<file path="src/qtd_pkg.sv">
package qtd_pkg;

  localparam int unsigned FIELD_BYTES_LIMIT = 1000;
  localparam int unsigned LENGTH_DIGIT_LIMIT = 200000000;
  localparam int QTD_QUEUE_DEPTH = 4;

  localparam logic [7:0] CHAR_LF = 8'd10;
  localparam logic [7:0] CHAR_CR = 8'd13;
  localparam logic [7:0] CHAR_COLON = 8'h3a;
  localparam logic [7:0] CHAR_COMMA = 8'h2c;
  localparam logic [7:0] CHAR_ZERO = 8'h30;
  localparam logic [7:0] CHAR_NINE = 8'h39;

  // register indexes on the config port
  localparam logic [1:0] REG_MAX_MESSAGE = 2'd0;
  localparam logic [1:0] REG_RELAY_ENABLED = 2'd1;
  localparam logic [1:0] REG_RELAY_SUFFIX = 2'd2;

  typedef enum logic [3:0] {
    PH_MSG_LEN, PH_MODE, PH_BODY, PH_BODY_COMMA, PH_SND_LEN, PH_SND_DATA,
    PH_SND_SKIP, PH_SND_COMMA, PH_LIST_LEN, PH_RCPT_LEN, PH_RCPT_DATA,
    PH_RCPT_SKIP, PH_RCPT_COMMA, PH_LIST_COMMA, PH_STOPPED
  } phase_t;

  typedef enum logic [3:0] {
    EV_BODY = 4'd0, EV_SENDER = 4'd1, EV_RCPT = 4'd2, EV_BODY_END = 4'd3,
    EV_SENDER_END = 4'd4, EV_RCPT_END = 4'd5, EV_TRANS_END = 4'd6,
    EV_PROTO_ERR = 4'd7, EV_LEN_OVF = 4'd8
  } event_kind_t;

  localparam logic [1:0] ST_OK = 2'd0;
  localparam logic [1:0] ST_REJECTED = 2'd1;
  localparam logic [1:0] ST_TOO_LONG = 2'd1;
  localparam logic [1:0] ST_HAS_NUL = 2'd2;
  localparam logic [1:0] ST_BAD_SENDER = 2'd1;
  localparam logic [1:0] ST_TOO_BIG = 2'd2;
  localparam logic [1:0] ST_NO_RCPT = 2'd3;

  typedef enum logic [1:0] {DG_DIGIT, DG_COLON, DG_PROTO, DG_OVF} digit_t;

  typedef struct packed {
    event_kind_t kind;
    logic [7:0] data;
    logic [1:0] status;
  } event_t;

  // all results of one input byte
  typedef struct packed {
    logic two;
    event_t ev0;
    event_t ev1;
  } record_t;

  typedef struct packed {
    logic [31:0] max_message_bytes;
    logic relay_enabled;
    logic [9:0] relay_suffix_len;
  } cfg_t;

  function automatic event_t make_ev(event_kind_t k, logic [7:0] d, logic [1:0] s);
    event_t e;
    e.kind = k;
    e.data = d;
    e.status = s;
    return e;
  endfunction

  function automatic digit_t classify(logic [31:0] acc, logic [7:0] b);
    digit_t r;
    if (b == CHAR_COLON) r = DG_COLON;
    else if (acc > LENGTH_DIGIT_LIMIT) r = DG_OVF;
    else if (b < CHAR_ZERO || b > CHAR_NINE) r = DG_PROTO;
    else r = DG_DIGIT;
    return r;
  endfunction

  function automatic logic [31:0] acc_step(logic [31:0] acc, logic [7:0] b);
    logic [7:0] d;
    d = b - CHAR_ZERO;
    return (acc << 3) + (acc << 1) + {24'd0, d};
  endfunction

endpackage

</file>
<file path="src/qtd_front.sv">
module qtd_front (
  input  logic clk,
  input  logic rst,
  input  logic take,
  input  logic [7:0] byte_in,
  input  qtd_pkg::cfg_t cfg,
  output logic push,
  output qtd_pkg::record_t rec
);
  import qtd_pkg::*;

  phase_t phase, phase_next;
  logic [31:0] length_accumulator, length_accumulator_next;
  logic [31:0] field_remaining, field_remaining_next;
  logic [31:0] list_remaining, list_remaining_next;
  logic crlf_mode, crlf_mode_next;
  logic carriage_return_pending, carriage_return_pending_next;
  logic [31:0] bytes_until_overflow, bytes_until_overflow_next;
  logic size_exceeded, size_exceeded_next;
  logic sender_good, sender_good_next;
  logic any_recipient_taken, any_recipient_taken_next;
  logic [1:0] recipient_verdict, recipient_verdict_next;

  logic [31:0] limit, fr_dec, lr_dec;
  logic [32:0] need;
  digit_t dc;
  logic [1:0] nev;
  logic [1:0] nput;
  event_t e0, e1;

  // state registers
  always_ff @(posedge clk) begin
    if (rst) begin
      phase <= PH_MSG_LEN;
      length_accumulator <= '0;
      field_remaining <= '0;
      list_remaining <= '0;
      crlf_mode <= 1'b0;
      carriage_return_pending <= 1'b0;
      bytes_until_overflow <= '0;
      size_exceeded <= 1'b0;
      sender_good <= 1'b1;
      any_recipient_taken <= 1'b0;
      recipient_verdict <= '0;
    end else if (take) begin
      phase <= phase_next;
      length_accumulator <= length_accumulator_next;
      field_remaining <= field_remaining_next;
      list_remaining <= list_remaining_next;
      crlf_mode <= crlf_mode_next;
      carriage_return_pending <= carriage_return_pending_next;
      bytes_until_overflow <= bytes_until_overflow_next;
      size_exceeded <= size_exceeded_next;
      sender_good <= sender_good_next;
      any_recipient_taken <= any_recipient_taken_next;
      recipient_verdict <= recipient_verdict_next;
    end
  end

  // parse one byte
  always_comb begin
    phase_next = phase;
    length_accumulator_next = length_accumulator;
    field_remaining_next = field_remaining;
    list_remaining_next = list_remaining;
    crlf_mode_next = crlf_mode;
    carriage_return_pending_next = carriage_return_pending;
    bytes_until_overflow_next = bytes_until_overflow;
    size_exceeded_next = size_exceeded;
    sender_good_next = sender_good;
    any_recipient_taken_next = any_recipient_taken;
    recipient_verdict_next = recipient_verdict;
    limit = (cfg.max_message_bytes == 32'hffff_ffff) ? 32'hffff_fffe
                                                      : cfg.max_message_bytes;
    fr_dec = field_remaining - 32'd1;
    lr_dec = list_remaining - 32'd1;
    dc = classify(length_accumulator, byte_in);
    need = {1'b0, length_accumulator} +
           (cfg.relay_enabled ? {23'd0, cfg.relay_suffix_len} : 33'd0);
    nev = 2'd0;
    nput = 2'd0;
    e0 = make_ev(EV_BODY, 8'd0, ST_OK);
    e1 = make_ev(EV_BODY, 8'd0, ST_OK);

    unique case (phase)
      PH_MSG_LEN, PH_SND_LEN, PH_LIST_LEN: begin
        unique case (dc)
          DG_PROTO: begin
            e0 = make_ev(EV_PROTO_ERR, 8'd0, ST_OK);
            nev = 2'd1;
            phase_next = PH_STOPPED;
          end
          DG_OVF: begin
            e0 = make_ev(EV_LEN_OVF, 8'd0, ST_OK);
            nev = 2'd1;
            phase_next = PH_STOPPED;
          end
          DG_DIGIT: length_accumulator_next = acc_step(length_accumulator, byte_in);
          DG_COLON: begin
            length_accumulator_next = '0;
            if (phase == PH_MSG_LEN) begin
              if (length_accumulator == 32'd0) begin
                e0 = make_ev(EV_PROTO_ERR, 8'd0, ST_OK);
                nev = 2'd1;
                phase_next = PH_STOPPED;
              end else begin
                field_remaining_next = length_accumulator;
                bytes_until_overflow_next = (limit != 32'd0) ? limit + 32'd1 : 32'd0;
                phase_next = PH_MODE;
              end
            end else if (phase == PH_SND_LEN) begin
              field_remaining_next = length_accumulator;
              if (length_accumulator >= FIELD_BYTES_LIMIT) begin
                sender_good_next = 1'b0;
                phase_next = PH_SND_SKIP;
              end else begin
                phase_next = (length_accumulator != 32'd0) ? PH_SND_DATA : PH_SND_COMMA;
              end
            end else begin
              list_remaining_next = length_accumulator;
              phase_next = (length_accumulator != 32'd0) ? PH_RCPT_LEN : PH_LIST_COMMA;
            end
          end
          default: ;
        endcase
      end
      PH_MODE: begin
        field_remaining_next = fr_dec;
        phase_next = (fr_dec != 32'd0) ? PH_BODY : PH_BODY_COMMA;
        if (byte_in == CHAR_LF) begin
          crlf_mode_next = 1'b0;
          if (limit != 32'd0 && fr_dec > limit) begin
            bytes_until_overflow_next = '0;
            size_exceeded_next = 1'b1;
          end
        end else if (byte_in == CHAR_CR) begin
          crlf_mode_next = 1'b1;
        end else begin
          e0 = make_ev(EV_PROTO_ERR, 8'd0, ST_OK);
          nev = 2'd1;
          phase_next = PH_STOPPED;
        end
      end
      PH_BODY: begin
        field_remaining_next = fr_dec;
        if (fr_dec == 32'd0) phase_next = PH_BODY_COMMA;
        if (crlf_mode) begin
          if (carriage_return_pending) begin
            carriage_return_pending_next = 1'b0;
            if (byte_in == CHAR_LF) begin
              e0 = make_ev(EV_BODY, CHAR_LF, ST_OK);
              nput = 2'd1;
            end else begin
              e0 = make_ev(EV_BODY, CHAR_CR, ST_OK);
              nput = 2'd1;
              if (byte_in == CHAR_CR && fr_dec != 32'd0) begin
                carriage_return_pending_next = 1'b1;
              end else begin
                e1 = make_ev(EV_BODY, byte_in, ST_OK);
                nput = 2'd2;
              end
            end
          end else if (byte_in == CHAR_CR && fr_dec != 32'd0) begin
            carriage_return_pending_next = 1'b1;
          end else begin
            e0 = make_ev(EV_BODY, byte_in, ST_OK);
            nput = 2'd1;
          end
          // size countdown, one step per emitted byte
          for (int i = 0; i < 2; i++) begin
            if (i < int'(nput) && bytes_until_overflow_next != 32'd0) begin
              bytes_until_overflow_next = bytes_until_overflow_next - 32'd1;
              if (bytes_until_overflow_next == 32'd0) size_exceeded_next = 1'b1;
            end
          end
        end else begin
          e0 = make_ev(EV_BODY, byte_in, ST_OK);
          nput = 2'd1;
        end
        nev = nput;
      end
      PH_BODY_COMMA, PH_SND_COMMA, PH_LIST_COMMA: begin
        nev = 2'd1;
        if (byte_in != CHAR_COMMA) begin
          e0 = make_ev(EV_PROTO_ERR, 8'd0, ST_OK);
          phase_next = PH_STOPPED;
        end else if (phase == PH_BODY_COMMA) begin
          e0 = make_ev(EV_BODY_END, 8'd0, ST_OK);
          phase_next = PH_SND_LEN;
        end else if (phase == PH_SND_COMMA) begin
          e0 = make_ev(EV_SENDER_END, 8'd0, sender_good ? ST_OK : ST_REJECTED);
          phase_next = PH_LIST_LEN;
        end else begin
          if (size_exceeded) e0 = make_ev(EV_TRANS_END, 8'd0, ST_TOO_BIG);
          else if (!sender_good) e0 = make_ev(EV_TRANS_END, 8'd0, ST_BAD_SENDER);
          else if (!any_recipient_taken) e0 = make_ev(EV_TRANS_END, 8'd0, ST_NO_RCPT);
          else e0 = make_ev(EV_TRANS_END, 8'd0, ST_OK);
          // fresh transaction
          length_accumulator_next = '0;
          field_remaining_next = '0;
          list_remaining_next = '0;
          crlf_mode_next = 1'b0;
          carriage_return_pending_next = 1'b0;
          size_exceeded_next = 1'b0;
          sender_good_next = 1'b1;
          any_recipient_taken_next = 1'b0;
          recipient_verdict_next = '0;
          phase_next = PH_MSG_LEN;
        end
      end
      PH_SND_DATA, PH_SND_SKIP: begin
        field_remaining_next = fr_dec;
        if (phase == PH_SND_DATA) begin
          if (byte_in == 8'd0) sender_good_next = 1'b0;
          e0 = make_ev(EV_SENDER, byte_in, ST_OK);
          nev = 2'd1;
        end
        if (fr_dec == 32'd0) phase_next = PH_SND_COMMA;
      end
      PH_RCPT_LEN: begin
        list_remaining_next = lr_dec;
        unique case (dc)
          DG_PROTO: begin
            e0 = make_ev(EV_PROTO_ERR, 8'd0, ST_OK);
            nev = 2'd1;
            phase_next = PH_STOPPED;
          end
          DG_OVF: begin
            e0 = make_ev(EV_LEN_OVF, 8'd0, ST_OK);
            nev = 2'd1;
            phase_next = PH_STOPPED;
          end
          DG_DIGIT: begin
            length_accumulator_next = acc_step(length_accumulator, byte_in);
            if (lr_dec == 32'd0) begin
              e0 = make_ev(EV_PROTO_ERR, 8'd0, ST_OK);
              nev = 2'd1;
              phase_next = PH_STOPPED;
            end
          end
          DG_COLON: begin
            field_remaining_next = length_accumulator;
            length_accumulator_next = '0;
            if (length_accumulator >= lr_dec) begin
              e0 = make_ev(EV_PROTO_ERR, 8'd0, ST_OK);
              nev = 2'd1;
              phase_next = PH_STOPPED;
            end else if (need >= 33'(FIELD_BYTES_LIMIT)) begin
              recipient_verdict_next = ST_TOO_LONG;
              phase_next = PH_RCPT_SKIP;
            end else begin
              recipient_verdict_next = ST_OK;
              phase_next = (length_accumulator != 32'd0) ? PH_RCPT_DATA : PH_RCPT_COMMA;
            end
          end
          default: ;
        endcase
      end
      PH_RCPT_DATA, PH_RCPT_SKIP: begin
        field_remaining_next = fr_dec;
        list_remaining_next = lr_dec;
        if (phase == PH_RCPT_DATA) begin
          if (byte_in == 8'd0) recipient_verdict_next = ST_HAS_NUL;
          e0 = make_ev(EV_RCPT, byte_in, ST_OK);
          nev = 2'd1;
        end
        if (fr_dec == 32'd0) phase_next = PH_RCPT_COMMA;
      end
      PH_RCPT_COMMA: begin
        nev = 2'd1;
        if (byte_in != CHAR_COMMA) begin
          e0 = make_ev(EV_PROTO_ERR, 8'd0, ST_OK);
          phase_next = PH_STOPPED;
        end else begin
          list_remaining_next = lr_dec;
          if (recipient_verdict == ST_OK) any_recipient_taken_next = 1'b1;
          e0 = make_ev(EV_RCPT_END, 8'd0, recipient_verdict);
          recipient_verdict_next = ST_OK;
          phase_next = (lr_dec != 32'd0) ? PH_RCPT_LEN : PH_LIST_COMMA;
        end
      end
      default: phase_next = PH_STOPPED;
    endcase
  end

  // hand the results of this byte to the queue
  assign push = take && (nev != 2'd0);
  assign rec.two = (nev == 2'd2);
  assign rec.ev0 = e0;
  assign rec.ev1 = e1;

endmodule

</file>
<file path="src/qtd_back.sv">
module qtd_back #(
  parameter int QUEUE_DEPTH = qtd_pkg::QTD_QUEUE_DEPTH
) (
  input  logic clk,
  input  logic rst,
  input  logic push,
  input  qtd_pkg::record_t push_rec,
  output logic full,
  output logic out_valid,
  input  logic out_ready,
  output qtd_pkg::event_t out_ev,
  output logic out_last
);
  import qtd_pkg::*;

  localparam int PW = (QUEUE_DEPTH > 1) ? $clog2(QUEUE_DEPTH) : 1;
  localparam int CW = $clog2(QUEUE_DEPTH + 1);

  record_t mem [QUEUE_DEPTH];
  logic [PW-1:0] wr_ptr, rd_ptr;
  logic [CW-1:0] count;
  logic sel;
  logic pop;
  record_t head;

  assign head = mem[rd_ptr];
  assign full = (count == CW'(QUEUE_DEPTH));
  assign out_valid = (count != '0);
  assign out_ev = sel ? head.ev1 : head.ev0;
  assign out_last = sel || !head.two;
  assign pop = out_valid && out_ready && out_last;

  // record storage
  always_ff @(posedge clk) begin
    if (push) mem[wr_ptr] <= push_rec;
  end

  // pointers, fill count and event select within a record
  always_ff @(posedge clk) begin
    if (rst) begin
      wr_ptr <= '0;
      rd_ptr <= '0;
      count <= '0;
      sel <= 1'b0;
    end else begin
      if (push) wr_ptr <= (wr_ptr == PW'(QUEUE_DEPTH - 1)) ? '0 : wr_ptr + 1'b1;
      if (pop) rd_ptr <= (rd_ptr == PW'(QUEUE_DEPTH - 1)) ? '0 : rd_ptr + 1'b1;
      if (push && !pop) count <= count + 1'b1;
      else if (pop && !push) count <= count - 1'b1;
      if (out_valid && out_ready) sel <= !out_last;
    end
  end

endmodule

</file>
<file path="src/qmtp_transaction_deframer_core.sv">
// channel | direction | handshake          | payload
// in      | input     | in_valid/in_ready   | byte_in
// out     | output    | out_valid/out_ready | event_kind, data_byte, status_code, last_of_run
// cfg     | input     | apb psel/penable    | paddr, pwdata, prdata
// one byte is parsed per cycle while in_ready is high; each yields zero, one or two events
// the parser pushes a byte's events as one record into a small queue, which
// drains one event per cycle while out_ready is high; a byte with two events
// leaves as two transfers. in_ready drops only when the queue is full; out_ready stalls
// touch the parser only through that queue
// rst is synchronous and clears parser state, queue and config registers
module qmtp_transaction_deframer_core #(
  parameter int QUEUE_DEPTH = qtd_pkg::QTD_QUEUE_DEPTH
) (
  input  logic clk,
  input  logic rst,
  input  logic in_valid,
  output logic in_ready,
  input  logic [7:0] byte_in,
  output logic out_valid,
  input  logic out_ready,
  output logic [3:0] event_kind,
  output logic [7:0] data_byte,
  output logic [1:0] status_code,
  output logic last_of_run,
  input  logic psel,
  input  logic penable,
  input  logic pwrite,
  input  logic [3:0] paddr,
  input  logic [31:0] pwdata,
  output logic [31:0] prdata,
  output logic pready
);
  import qtd_pkg::*;

  cfg_t cfg;
  logic full, push, take;
  record_t rec;
  event_t ev;
  logic [1:0] reg_idx;

  assign pready = 1'b1;
  assign reg_idx = paddr[3:2];

  // config registers
  always_ff @(posedge clk) begin
    if (rst) begin
      cfg <= '0;
    end else if (psel && penable && pwrite) begin
      unique case (reg_idx)
        REG_MAX_MESSAGE: cfg.max_message_bytes <= pwdata;
        REG_RELAY_ENABLED: cfg.relay_enabled <= pwdata[0];
        REG_RELAY_SUFFIX: cfg.relay_suffix_len <= pwdata[9:0];
        default: ;
      endcase
    end
  end

  // register readback
  always_comb begin
    unique case (reg_idx)
      REG_MAX_MESSAGE: prdata = cfg.max_message_bytes;
      REG_RELAY_ENABLED: prdata = {31'd0, cfg.relay_enabled};
      REG_RELAY_SUFFIX: prdata = {22'd0, cfg.relay_suffix_len};
      default: prdata = '0;
    endcase
  end

  assign in_ready = !full;
  assign take = in_valid && in_ready;

  qtd_front u_front (
    .clk(clk),
    .rst(rst),
    .take(take),
    .byte_in(byte_in),
    .cfg(cfg),
    .push(push),
    .rec(rec)
  );

  qtd_back #(.QUEUE_DEPTH(QUEUE_DEPTH)) u_back (
    .clk(clk),
    .rst(rst),
    .push(push),
    .push_rec(rec),
    .full(full),
    .out_valid(out_valid),
    .out_ready(out_ready),
    .out_ev(ev),
    .out_last(last_of_run)
  );

  assign event_kind = ev.kind;
  assign data_byte = ev.data;
  assign status_code = ev.status;

endmodule

</file>
<file path="config.mk">
export PLATFORM = sky130hd
export DESIGN_NAME = qmtp_transaction_deframer_core
export DESIGN_NICKNAME = d
export VERILOG_FILES = /design/src/qtd_pkg.sv /design/src/qtd_front.sv /design/src/qtd_back.sv /design/src/qmtp_transaction_deframer_core.sv
export SDC_FILE = /design/constraint.sdc
export NUM_CORES = 1
export LEC_CHECK = 0
export BUFFER_PORTS_ARGS = -buffer_cell sky130_fd_sc_hd__buf_2
export CORE_AREA = 2 2 146 290
export DETAILED_ROUTE_END_ITERATION = 10
export DIE_AREA = 0 0 148 292
export PLACE_DENSITY = 0.72
export SLEW_MARGIN = 20
export SYNTH_ARGS = -nofsm -noshare
export SYNTH_HDL_FRONTEND = slang
export SYNTH_SLANG_ARGS = --single-unit
</file>
<file path="constraint.sdc">
create_clock -name clk -period 6.2 [get_ports clk]
set_input_delay 0.62 -clock clk [delete_from_list [all_inputs] [get_ports clk]]
set_output_delay 0.62 -clock clk [all_outputs]
set_load 0.02 [all_outputs]
</file>
==> flow_metrics.py, run 1 <==
metrics = {
    "outcome": {
        "status": "complete, no violations",
    },
    "synth": {
        "ys_ff_latch": 284,
        "synth_adder_area_share": 0.0909,
        "synth-compound-area-share": 0.196,
        "synthesis.area_mm2": 0.0223,
        "synth-edff-count": 92,
        "synthesis.area_per_instance_um2": 8.02,
        "synth_xor_area_frac": 0.0664,
        "ys_seq_area_frac": 0.296,
        "synth_top_family_by_area": "simple AND/OR/NAND/NOR gates",
        "syn-instance-count": 2777,
        "synth-simple-area-share": 0.253,
        "ys_async_sr_fraction": 0,
        "yosysUniqueCellTypes": 93,
        "synth_warnings": 0,
        "synthMuxAreaShare": 0.0444,
        "synth-main-ff-cell": "dfxtp_1",
        "synth_nets": 2985,
    },
    "sta": {
        "rsz0062_at_grt": "false",
        "finalHoldViolCount": 0,
        "finalSetupViolCount": 0,
        "maxSlewHeadroom": 0.265,
        "min_period_over_period": 0.945,
        "min_period_ns": 5.86,
        "fmax_mhz": 171,
        "tightest_slew_ns": 1.10,
        "setup_tns_ns": 0,
        "slew_viol_final": 0,
        "fin_worst_skew_ns": 0.0299,
    },
    "global_route": {
        "grt_max_degree": 90,
        "antenna_found_initial": 3,
        "grt.overflow.total": 0,
        "grt_pass1_vias": 21686,
        "grt_pass1_wl_um": 117000,
        "track_usage": 0.343,
    },
    "clock_network": {
        "clk_pin_slew_worst_paths_ns": 0.07,
        "cts-root-buf": "clkbuf_16",
        "cts.sink_count": 284,
        "postCtsSetupRepairBufs": 0,
        "postCtsHoldBufs": 0,
        "cts_made_buffers": 27,
        "cts_tree": "yes",
        "htree_levels": 1,
        "clock_tree.buffer_depth": 3,
        "cts.repair.resized": 0,
        "clk_latency_ns": 0.59,
    },
    "placement": {
        "numPortBuffers": 97,
        "post-dp-hpwl_um": 57800,
        "placed_area_mm2": 0.0234,
        "routabilityCongestion": 1.06,
        "dpl.cell_count": 3303,
    },
    "drt": {
        "vias": 21783,
        "wirelength_um": 75900,
        "first_pass_iters": 6,
        "drcViolationCount": 0,
        "ant_nets": 0,
        "vias_per_cell": 6.49,
        "wl_per_cell_um": 22.6,
        "drt_iter0_drc": 1546,
    },
    "die": {
        "die_w_um": 148,
        "start_util": 0.544,
        "die_area_mm2": 0.0432,
        "core_mm2": 0.0410,
        "boundaryPins": 101,
        "row_count": 105,
        "die_h_um": 292,
    },
    "pwr": {
        "leakagePower_nw": 9.42,
        "ir_drop_mv": 0.412,
        "finalPower_mw": 15.3,
        "p_per_area_mw_per_mm2": 628,
    },
    "cells_and_area": {
        "drive_gt1_frac": 0.111,
        "final_area_mm2": 0.0243,
        "utilization": 0.592,
        "final_cells": 3356,
        "syn_to_final_growth_pct": 8.99,
        "nNetsFinal": 3005,
    },
    "setup_path": {
        "end_kind": "register",
        "worstSetupPathType": "reg -> reg",
        "crit_required_ns": 6.70,
        "critPathLaunchType": "register",
        "cp.arrival_ns": 6.36,
        "cp_max_fo": 7,
    },
    "job": {
        "maxCapViolCount": 0,
    },
    "hold_path": {
        "hold_path.class": "in -> reg",
    },
}
[cells in the mapped netlist (45+ instances only)]
library cell | number | share of area
nor2_1 | 305 | 0.051
nand2_1 | 248 | 0.042
dfxtp_1 | 192 | 0.17
clkbuf_1 | 159 | 0.027
ha_1 | 149 | 0.084
o21ai_0 | 146 | 0.033
a21oi_1 | 142 | 0.032
nor3_1 | 120 | 0.027
inv_1 | 117 | 0.020
nand3_1 | 116 | 0.026
xnor2_1 | 114 | 0.045
edfxtp_1 | 92 | 0.12
nand4_1 | 57 | 0.016
xor2_1 | 53 | 0.021
nor4_1 | 50 | 0.014
o211ai_1 | 50 | 0.017
a21o_1 | 45 | 0.015
[per-stage QoR]
stage,hold slack [ns],setup slack [ns]
2_1_floorplan,0.449,0.545
3_3_place_gp,0.462,0.275
3_5_place_dp,0.462,0.270
4_1_cts,0.270,0.247
5_1_grt,0.295,0.0364
6_report,0.291,0.339
[state kept, by name, indices dropped and copies added (netlist names), 2 cells and up, named ones only]
signal,count
u_back.rd_ptr,2
cfg,43
u_front.bytes_until_overflow,32
u_front.phase,4
u_back.mem,92
u_front.field_remaining,32
u_front.length_accumulator,32
u_front.recipient_verdict,2
u_front.list_remaining,32
u_back.count,3
u_back.wr_ptr,2
[worst paths after layout]
path / startpoint / endpoint / slack, ns / cells past startpoint
max: u_front.list_remaining[11] / u_back.count[2] / 0.34 / 27
min: pwdata[23] / cfg[34] / 0.29 / 3
max reg2reg: u_front.list_remaining[11] / u_back.count[2] / 0.34 / 27
min reg2reg: cfg[35] / cfg[35] / 0.47 / 2
[critical path, cell delays in order (launching register included)]
cell,delay (ns)
dfxtp_1,0.37
or4_1,0.60
nor4_1,0.34
nor2b_1,0.24
and2_1,0.23
nand2_1,0.12
nor2_1,0.13
xor2_1,0.22
inv_1,0.09
ha_1,0.31
a21o_1,0.12
a21o_1,0.12
a21o_1,0.11
a21oi_1,0.07
nor2b_1,0.11
o21ai_0,0.09
nand2b_1,0.12
nor4_1,0.06
a21o_1,0.25
a211o_1,0.23
a211oi_1,0.33
buf_4,0.22
ha_1,0.20
inv_1,0.07
fa_1,0.38
xor2_1,0.18
or3_1,0.32
a21oi_1,0.14
[logic make-up (layout without fill, tap and decap cells)]
logic type,after synthesis,in the layout
other cells,1,4
simple gates,1137,1137
xor+xnor,168,168
buf+inv,303,344
flops,284,284
compound gates,658,658
mux,69,69
fa+ha+maj,157,157
[where the power goes]
part / switching [mW] / total, mW / internal, mW
Combinational: 6.79 / 10.9 / 4.08
Clock: 0.786 / 1.74 / 0.953
Sequential: 0.386 / 2.64 / 2.26
Total: 7.96 / 15.2 / 7.29
[final cells by class]
type	count	area (um^2)
diodes	3	7.51
clock buffers	35	756
clock inverters	15	155
fillers	3801	16700
inverters	117	439
multi-input cells	2190	14600
flip-flops and latches	284	6610
well taps	535	669
repair buffers	177	1090
[layer usage]
metal	routed length, um	up-vias	track usage
li1	-	10244	-
met5	0	-	0
met3	3890	351	0.0392
met4	7230	0	0.282
met1	26200	10356	0.350
met2	38600	832	0.618
[placed cells by master, fill, tap and decap left out, drive strengths merged, types with 21 or more instances in the layout]
cell type  count
nand3        117
nand2b        25
a311oi        25
nor3         122
nor2         305
a211oi        34
ha           149
mux2i         37
inv          119
a22oi         29
a31oi         33
buf          177
or3           32
o211ai        52
and2          37
nor2b         27
xnor2        115
nor4          52
and3          21
mux4          23
dfxtp        192
xor2          53
a21o          45
a21oi        142
clkbuf        35
or4           26
o21ai        150
nand4         57
nand2        248
edfxtp        92
Note: power is estimated with default switching activity, not from simulation.
==> run 2: changes to the inputs <==
--- a/config.mk
+++ b/config.mk
@@ -6,10 +6,10 @@
 export NUM_CORES = 1
 export LEC_CHECK = 0
 export BUFFER_PORTS_ARGS = -buffer_cell sky130_fd_sc_hd__buf_2
-export CORE_AREA = 2 2 146 290
+export CORE_AREA = 2 2 135 269
 export DETAILED_ROUTE_END_ITERATION = 10
-export DIE_AREA = 0 0 148 292
-export PLACE_DENSITY = 0.72
+export DIE_AREA = 0 0 137 271
+export PLACE_DENSITY = 0.82
 export SLEW_MARGIN = 20
 export SYNTH_ARGS = -nofsm -noshare
 export SYNTH_HDL_FRONTEND = slang
==> run 2 against run 1 <==
Net effect: critical path type unchanged; die area fell by 14%; critical endpoint is now u_front.size_exceeded; count of clock-buffer cells in the layout fell by 1; global-route usage rose by 11 points; final area rose by 0.31%; final cell count fell by 1.9%; worst setup slack got worse by 0.089 ns; hold slack got worse by 0.0029 ns.
==> flow_metrics.py, run 2 (synthesis gave the netlist of run 1 again) <==
metrics = {
    "cells_and_area": {
        "final_area_mm2": 0.0244,
        "final_cell_mix": "nor2_1 (303), nand2_1 (246), dfxtp_1 (191), ha_1 (149), o21ai_0 (145)",
        "largest_reg_flops": 92,
        "reg_top3": "u_back.mem (92), cfg (43)",
        "final_cells": 3291,
        "layout_commonest_cell": "nor2_1",
        "drive_gt1_frac": 0.119,
        "utilization": 0.697,
        "nNetsFinal": 3023,
        "fill_cells": 2835,
        "syn_to_final_growth_pct": 9.33,
        "largest-register": "u_back.mem",
    },
    "global_route": {
        "track_usage": 0.452,
        "antenna_found_initial": 9,
        "grt_max_degree": 66,
        "grt.overflow.total": 0,
        "grt_pass1_wl_um": 128000,
        "grt_pass1_vias": 22421,
    },
    "placement": {
        "placed_area_mm2": 0.0234,
        "numPortBuffers": 97,
        "post-dp-hpwl_um": 62100,
        "dpl.cell_count": 3230,
        "routabilityCongestion": 1.18,
        "place_ws_ns": 0.146,
    },
    "clock_network": {
        "clk_latency_ns": 0.58,
        "cts_tree": "yes",
        "postCtsHoldBufs": 0,
        "cts_made_buffers": 28,
        "clk_pin_slew_worst_paths_ns": 0.07,
        "htree_levels": 1,
        "cts.sink_count": 284,
        "cts-root-buf": "clkbuf_16",
        "clock_tree.buffer_depth": 3,
    },
    "sta": {
        "rsz0062_at_grt": "false",
        "min_period_ns": 5.95,
        "min_period_over_period": 0.960,
        "fmax_mhz": 168,
        "maxSlewHeadroom": 0.213,
        "setup_tns_ns": 0,
        "tightest_slew_ns": 1.17,
        "finalHoldViolCount": 0,
        "slew_viol_final": 0,
        "postLayoutSetupSlackWorst_ns": 0.250,
        "fin_worst_skew_ns": 0.0213,
        "holdWs_ns": 0.288,
        "finalSetupViolCount": 0,
    },
    "drt": {
        "drt_iter0_drc": 1947,
        "vias_per_cell": 6.96,
        "drcViolationCount": 0,
        "first_pass_iters": 6,
        "wl_per_cell_um": 25.5,
        "wirelength_um": 83800,
        "ant_nets": 0,
        "vias": 22913,
    },
    "pwr": {
        "power.switching_mw": 8.62,
        "power_frac_comb": 0.726,
        "power.share.clock": 0.108,
        "sw_frac_of_total": 0.538,
        "finalPower_mw": 16.0,
        "leakagePower_nw": 9.53,
        "p_int_mw": 7.40,
        "ir_drop_mv": 0.593,
        "p_per_area_mw_per_mm2": 658,
        "seq_power_share": 0.166,
    },
    "setup_path": {
        "reg2regPathDepth": 20,
        "cp_max_fo": 12,
        "cp.arrival_ns": 6.47,
        "worstReg2RegStart": "u_front.field_remaining[10]",
        "worstSetupPathType": "reg -> reg",
        "end_kind": "register",
        "crit_required_ns": 6.72,
        "critPathLaunchType": "register",
        "reg2reg_slack_ns": 0.25,
        "startpoint": "u_front.field_remaining[10]",
        "r2r-end": "u_front.size_exceeded",
    },
    "die": {
        "die_area_mm2": 0.0371,
        "start_util": 0.637,
        "row_count": 97,
        "core_mm2": 0.0350,
        "die_w_um": 137,
        "boundaryPins": 101,
        "die_h_um": 271,
    },
    "hold_path": {
        "hold_path.class": "in -> reg",
        "min_to": "cfg[42]",
        "worstHoldStart": "pwdata[31]",
        "hold_path_depth": 3,
    },
    "job": {
        "maxCapViolCount": 0,
    },
    "outcome": {
        "status": "complete, no violations",
    },
}
## run 2: power groups by stage
stage                     combinational, mW  sequential (mW)  clock (mW)
after floorplan                        7.68             2.47           0
after global placement                 10.7             2.64           0
after detailed placement               10.9             2.67           0
after CTS                              11.0             2.63        1.74
after global routing                   12.5             2.69        1.80
final                                  11.6             2.66        1.74
## run 2: worst max-delay path by stage
stage | to | slack, ns | cells past startpoint
after global placement | u_front.size_exceeded | 0.33 | 20
after detailed placement | u_front.size_exceeded | 0.15 | 20
after floorplan | u_front.size_exceeded | 0.54 | 20
after global routing | u_front.bytes_until_overflow[16] | 0.03 | 21
after CTS | u_front.size_exceeded | 0.15 | 20
final | u_front.size_exceeded | 0.25 | 20
## run 2: per-layer routing
| metal | GRT usage | share of wire |
|---|---|---|
| met3 | 0.127 | 0.083 |
| met1 | 0.441 | 0.32 |
| met5 | 0 | 0.00085 |
| met2 | 0.745 | 0.48 |
| met4 | 0.431 | 0.12 |
## run 2: area by class of cell
| type | instances | area, um^2 | share of cell area |
|---|---|---|---|
| sequential | 284 | 6610 | 0.271 |
| multi-input combinational | 2190 | 14600 | 0.599 |
| timing repair buffer | 194 | 1220 | 0.0501 |
| clock inverter | 18 | 156 | 0.00642 |
| inverter | 117 | 439 | 0.0180 |
| tap | 445 | 557 | 0.0229 |
| antenna | 9 | 22.5 | 0.000924 |
| clock buffer | 34 | 763 | 0.0313 |
## run 2: worst max-delay path, cell delays in order, from the launching register on
cell	delay, ns
dfxtp_1	0.37
nor4_1	0.47
nand2_2	0.26
or2_2	0.40
or3_1	0.41
or3_1	0.36
xnor2_1	0.30
ha_1	0.30
nand3_1	0.17
nor2_1	0.07
a311o_1	0.35
o21ai_1	0.28
o211ai_1	0.18
a21boi_2	0.42
buf_4	0.22
a211oi_1	0.07
mux2i_1	0.17
or4_1	0.56
nor4_1	0.30
nand4_1	0.15
nand2_1	0.09
## run 2: what timing repair did
item	CTS	global route
endpoints found under the setup margin	0	21
resized for setup	0	11
setup buffers	0	0
